$ cat config.mk
export PLATFORM = sky130hd
export DESIGN_NAME = va3_sqrt
export DESIGN_NICKNAME = d
export VERILOG_FILES = /design/src/hw/rtl/va3_sqrt.sv
export SDC_FILE = /design/constraint.sdc
export NUM_CORES = 1
export LEC_CHECK = 0
export BUFFER_PORTS_ARGS = -buffer_cell sky130_fd_sc_hd__clkbuf_2
export CAP_MARGIN = 20
export CORE_UTILIZATION = 30
export DETAILED_ROUTE_END_ITERATION = 10
export GPL_TIMING_DRIVEN = 0
export SLEW_MARGIN = 30
export SYNTH_ARGS = -nofsm -noshare
export SYNTH_HDL_FRONTEND = slang
export SYNTH_SLANG_ARGS = --single-unit
export TNS_END_PERCENT = 1
$ cat constraint.sdc
create_clock -name clk -period 4.05 [get_ports clk]
set_input_delay 0.405 -clock clk [delete_from_list [all_inputs] [get_ports clk]]
set_output_delay 0.405 -clock clk [all_outputs]
set_load 0.01 [all_outputs]
$ cat src/hw/rtl/va3_sqrt.sv
`timescale 1ns / 1ps
// ----------------------------------------------------------------------------
// va3_sqrt
// Pipelined bit-by-bit square root, one result bit per stage, rounded to
// nearest in a last stage. Side data travels alongside.
// ----------------------------------------------------------------------------
module va3_sqrt #(
    parameter int IN_W   = 32,
    parameter int BITS   = 16,
    parameter int SIDE_W = 1
) (
    input  logic              clk,
    input  logic              rst_n,
    input  logic              en,
    input  logic              in_valid,
    input  logic [IN_W-1:0]   value,
    input  logic [SIDE_W-1:0] side_in,
    output logic              out_valid,
    output logic [BITS:0]     root,
    output logic [SIDE_W-1:0] side_out
);
    localparam int RW = ((IN_W > 2 * BITS) ? IN_W : 2 * BITS) + 2;

    logic [RW-1:0]     rem_reg  [BITS+1];
    logic [BITS-1:0]   root_reg [BITS+1];
    logic [SIDE_W-1:0] side_reg [BITS+2];
    logic [BITS+1:0]   vld_reg;
    logic [BITS:0]     out_reg;

    always_ff @(posedge clk or negedge rst_n)
    begin
        if (!rst_n)
        begin
            vld_reg <= '0;
        end
        else if (en)
        begin
            vld_reg <= {vld_reg[BITS:0], in_valid};
        end
    end

    always_ff @(posedge clk)
    begin
        if (en)
        begin
            rem_reg[0]  <= RW'(value);
            root_reg[0] <= '0;
            side_reg[0] <= side_in;
        end
    end

    for (genvar i = 0; i < BITS; i++)
    begin : g_step
        localparam int B = BITS - 1 - i;
        logic [RW-1:0] trial;
        logic          take;

        assign trial = (RW'(root_reg[i]) << (B + 1)) | (RW'(1) << (2 * B));
        assign take  = rem_reg[i] >= trial;

        always_ff @(posedge clk)
        begin
            if (en)
            begin
                rem_reg[i+1]  <= take ? rem_reg[i] - trial : rem_reg[i];
                root_reg[i+1] <= take ? root_reg[i] | (BITS'(1) << B) : root_reg[i];
                side_reg[i+1] <= side_reg[i];
            end
        end
    end

    // round half up: remainder above the root means the next integer is closer
    always_ff @(posedge clk)
    begin
        if (en)
        begin
            out_reg <= (BITS + 1)'(root_reg[BITS]) +
                       (BITS + 1)'(rem_reg[BITS] > RW'(root_reg[BITS]));
            side_reg[BITS+1] <= side_reg[BITS];
        end
    end

    assign out_valid = vld_reg[BITS+1];
    assign root      = out_reg;
    assign side_out  = side_reg[BITS+1];
endmodule

==> reports/metrics.cfg <==
[drt]
dr.pass1.iters=5
post_drt_wl_per_cell_um=13.8
totalWireLength_um=62200
antenna_left=0
drc_errors=0
via_count=20700
viasPerCell=4.59
first_iter_violations=854

[hold_path]
min_path_type=in2reg
hold_start=en
hold-path-cell-count=1
hold_path_end=rem_reg[0][50]$_DFFE_PP_

[cts]
htree_levels=3
cts_root_buf=clkbuf_16
numCtsBuffers=83
clock_latency_ps=660
ctsLongestPathBuffers=3
clk_pin_slew_worst_paths_ps=60
post_cts_buffers=0
cts_tree=built
cts.sinks=764

[sta]
fin_skew_ps=32.6
finalSetupViolations=0
grt_setup_unrepaired=false
setup_tns_ps=0
finalCriticalPeriod_ps=3840
maxSlewViolCount=0
clock.fmax_ghz=0.260
fin_crit_sh_pct=94.8
worstMarginPinSlew_ps=1060
timing.final.hold_violations=0
max_slew_margin_pct=28.5

[critical_path]
crit_path_max_fanout=9
cp_common_cell=nor2_1
endpoint_kind=flop
rr_endpoint=rem_reg[0][405]$_DFFE_PP_
path_buf_inv=1
path_delay_family=simple AND/OR/NAND/NOR gates
crit_path_max_incr_delay_ps=970
cp_data_arrival_time_ps=4220
rrSetupSlack_ps=210
reg2regPathDepth=10
worstSetupPathType=reg2reg
worst_ep_required_time_ps=4430
cp_slowest_cell=nor4_1
r2r-start=rem_reg[0][357]$_DFFE_PP_
crit_chain=ha_1, and4_1, nand3_1, nor4_1, nor2_1, o211a_1, buf_4, or4_1, nor2_1, xor2_1
cp-start-kind=flop

[synth]
synth_mux_area_share_pct=1.56
synth-async-reset-ratio_pct=2.36
syn_inst=2728
avgSynthCellArea_um2=13.1
synth_area_um2=35700
synth_top_family_by_area=simple AND/OR/NAND/NOR gates
synth_edf_count=746
ys_ff_latch=764
synth_compound_area_share_pct=7.74
yosys.area_share.simple_pct=11.8
ys.flop_type=edfxtp_1
synth_fa_ha_area_share_pct=5.95
yosysUniqueCellTypes=89
synth_xor_area_share_pct=6.32
syn_nets=2935
yosysSeqAreaShare_pct=63.9
yosys_warnings=0

[final_layout]
area_growth_pct=16.0
fin_util_pct=35.1
largest_register_ffs=575
num_antenna_cells=0
nets=3119
finish.instance_area_um2=41400
drive_above_1_share_pct=9.63

[placement]
port-buffer-count=55
place_area_um2=38200
dp_hpwl_um=45600
globalplace.congestion=0.904

[outcome]
status=completed

[grt]
grt_first_pass_wirelength_um=101000
antenna_found_initial=0
grt_pass1_vias=21500
grt_max_degree=92
track_usage_pct=10.3
overflow=0

[floorplan]
die_area_um2=121000
io_pins=56
core_um2=118000
rows=126
fp.dieW_um=347
start_util_pct=30.3
die_h_um=347

[pwr]
cellPowerDensity_nw_per_um2=503
cellLeakagePower_nw=15.3
peakVddDrop_mv=0.410

[run]
drv_cap=0

[worst max path at each step]
stage / endpoint / slack (ps) / start / cells after the start
floorplan: rem_reg[0][486]$_DFFE_PP_ / 1170 / rem_reg[0][451]$_DFFE_PP_ / 9
global placement: vld_reg[1]$_DFFE_PN0P_ / -10440 / en / 4
detailed placement: rem_reg[0][401]$_DFFE_PP_ / 220 / rem_reg[0][356]$_DFFE_PP_ / 10
CTS: rem_reg[0][401]$_DFFE_PP_ / 180 / rem_reg[0][356]$_DFFE_PP_ / 10
global route: rem_reg[0][403]$_DFFE_PP_ / 30 / root_reg[10][10]$_DFFE_PP_ / 11
finish: rem_reg[0][405]$_DFFE_PP_ / 210 / rem_reg[0][357]$_DFFE_PP_ / 10
[power breakdown]
group | switching (mW) | internal (mW) | total, mW | leakage, nW
clock | 3.11 | 4.69 | 7.80 | 1.41
sequential | 0.543 | 9.77 | 10.3 | 7.37
combinational | 1.50 | 1.24 | 2.74 | 6.52
[synth_stat cells (all sizes together) (33+ instances only)]
master / n / area (um2)
nand3: 45 / 225
o21ai: 133 / 666
edfxtp: 746 / 22400
o21a: 33 / 249
nand4: 37 / 231
nor4: 81 / 541
nand2b: 39 / 244
xor2: 118 / 1030
a21oi: 129 / 649
inv: 206 / 773
ha: 170 / 2130
nand2: 182 / 686
xnor2: 140 / 1230
mux2: 46 / 518
nor3: 88 / 455
nor2: 168 / 638
[metrics by stage]
step | hold slack [ps] | std cells | setup WS, ps | power [mW]
after floorplan | 109 | 2728 | 1170 | 12.3
after global placement | 365 | 4319 | -10440 | 13.3
after detailed placement | 372 | 4328 | 220 | 13.2
after CTS | 45.1 | 4515 | 184 | 21.1
after global routing | 61.0 | 4515 | 31.0 | 21.8
final | 82.5 | 4515 | 210 | 20.9
[worst reg2reg max path, stage by stage, from the launching register on]
cell	delay (ps)
edfxtp_1	400
ha_1	400
and4_1	250
nand3_1	220
nor4_1	970
nor2_1	200
o211a_1	180
buf_4	170
or4_1	560
nor2_1	150
xor2_1	80
[cells by family after synthesis]
group           after synthesis
flops                       764
fa+ha+maj                   170
xor+xnor                    258
buf+inv                     244
simple gates                802
compound gates              440
mux                          50
[cells in the final DEF, fill, tap and decap left out, types with 13 or more instances in the layout]
| master | instances |
|---|---|
| dfrtp_1 | 18 |
| edfxtp_1 | 746 |
| or4_1 | 21 |
| ha_1 | 170 |
| a21oi_1 | 128 |
| a211oi_1 | 16 |
| nor3_1 | 85 |
| o21ai_0 | 128 |
| mux2_2 | 36 |
| nand4_1 | 37 |
| xnor2_1 | 140 |
| o31ai_1 | 16 |
| nor2_1 | 167 |
| dlygate4sd3_1 | 35 |
| nand2b_1 | 39 |
| xor2_1 | 118 |
| clkinv_1 | 13 |
| nand3_1 | 45 |
| nor4_1 | 76 |
| clkinv_2 | 14 |
| clkbuf_2 | 54 |
| or2_2 | 13 |
| nor2b_1 | 25 |
| or3_1 | 24 |
| nand2_1 | 181 |
| a21o_1 | 28 |
| o21a_1 | 32 |
| clkbuf_16 | 85 |
| inv_1 | 206 |
| clkbuf_1 | 33 |
[metal layers]
metal  global-route usage (%)  up-vias  share of wire, %
met2                     20.9      345                56
met4                     5.57        0               4.7
met3                     1.84      160               2.8
met1                     9.53     9660                37
li1                         -    10600                 -
met5                        0        -                 0
[layout make-up]
cell class              count  area (um2)
plain buffers              37         171
clock buffers              98        2190
clock inverters            54         707
fillers                 11200       76600
inverters                 207         777
multi-input cells        1720       11900
flip-flops and latches    764       22900
well taps                1536        1920
repair buffers             99         882
[what timing repair did]
item	4_1_cts	5_1_grt
resized for setup	0	0
setup endpoints to repair	0	0
hold buffers	35	0
endpoints found under the hold margin	52	0
Note: power is estimated with default switching activity, not from simulation.
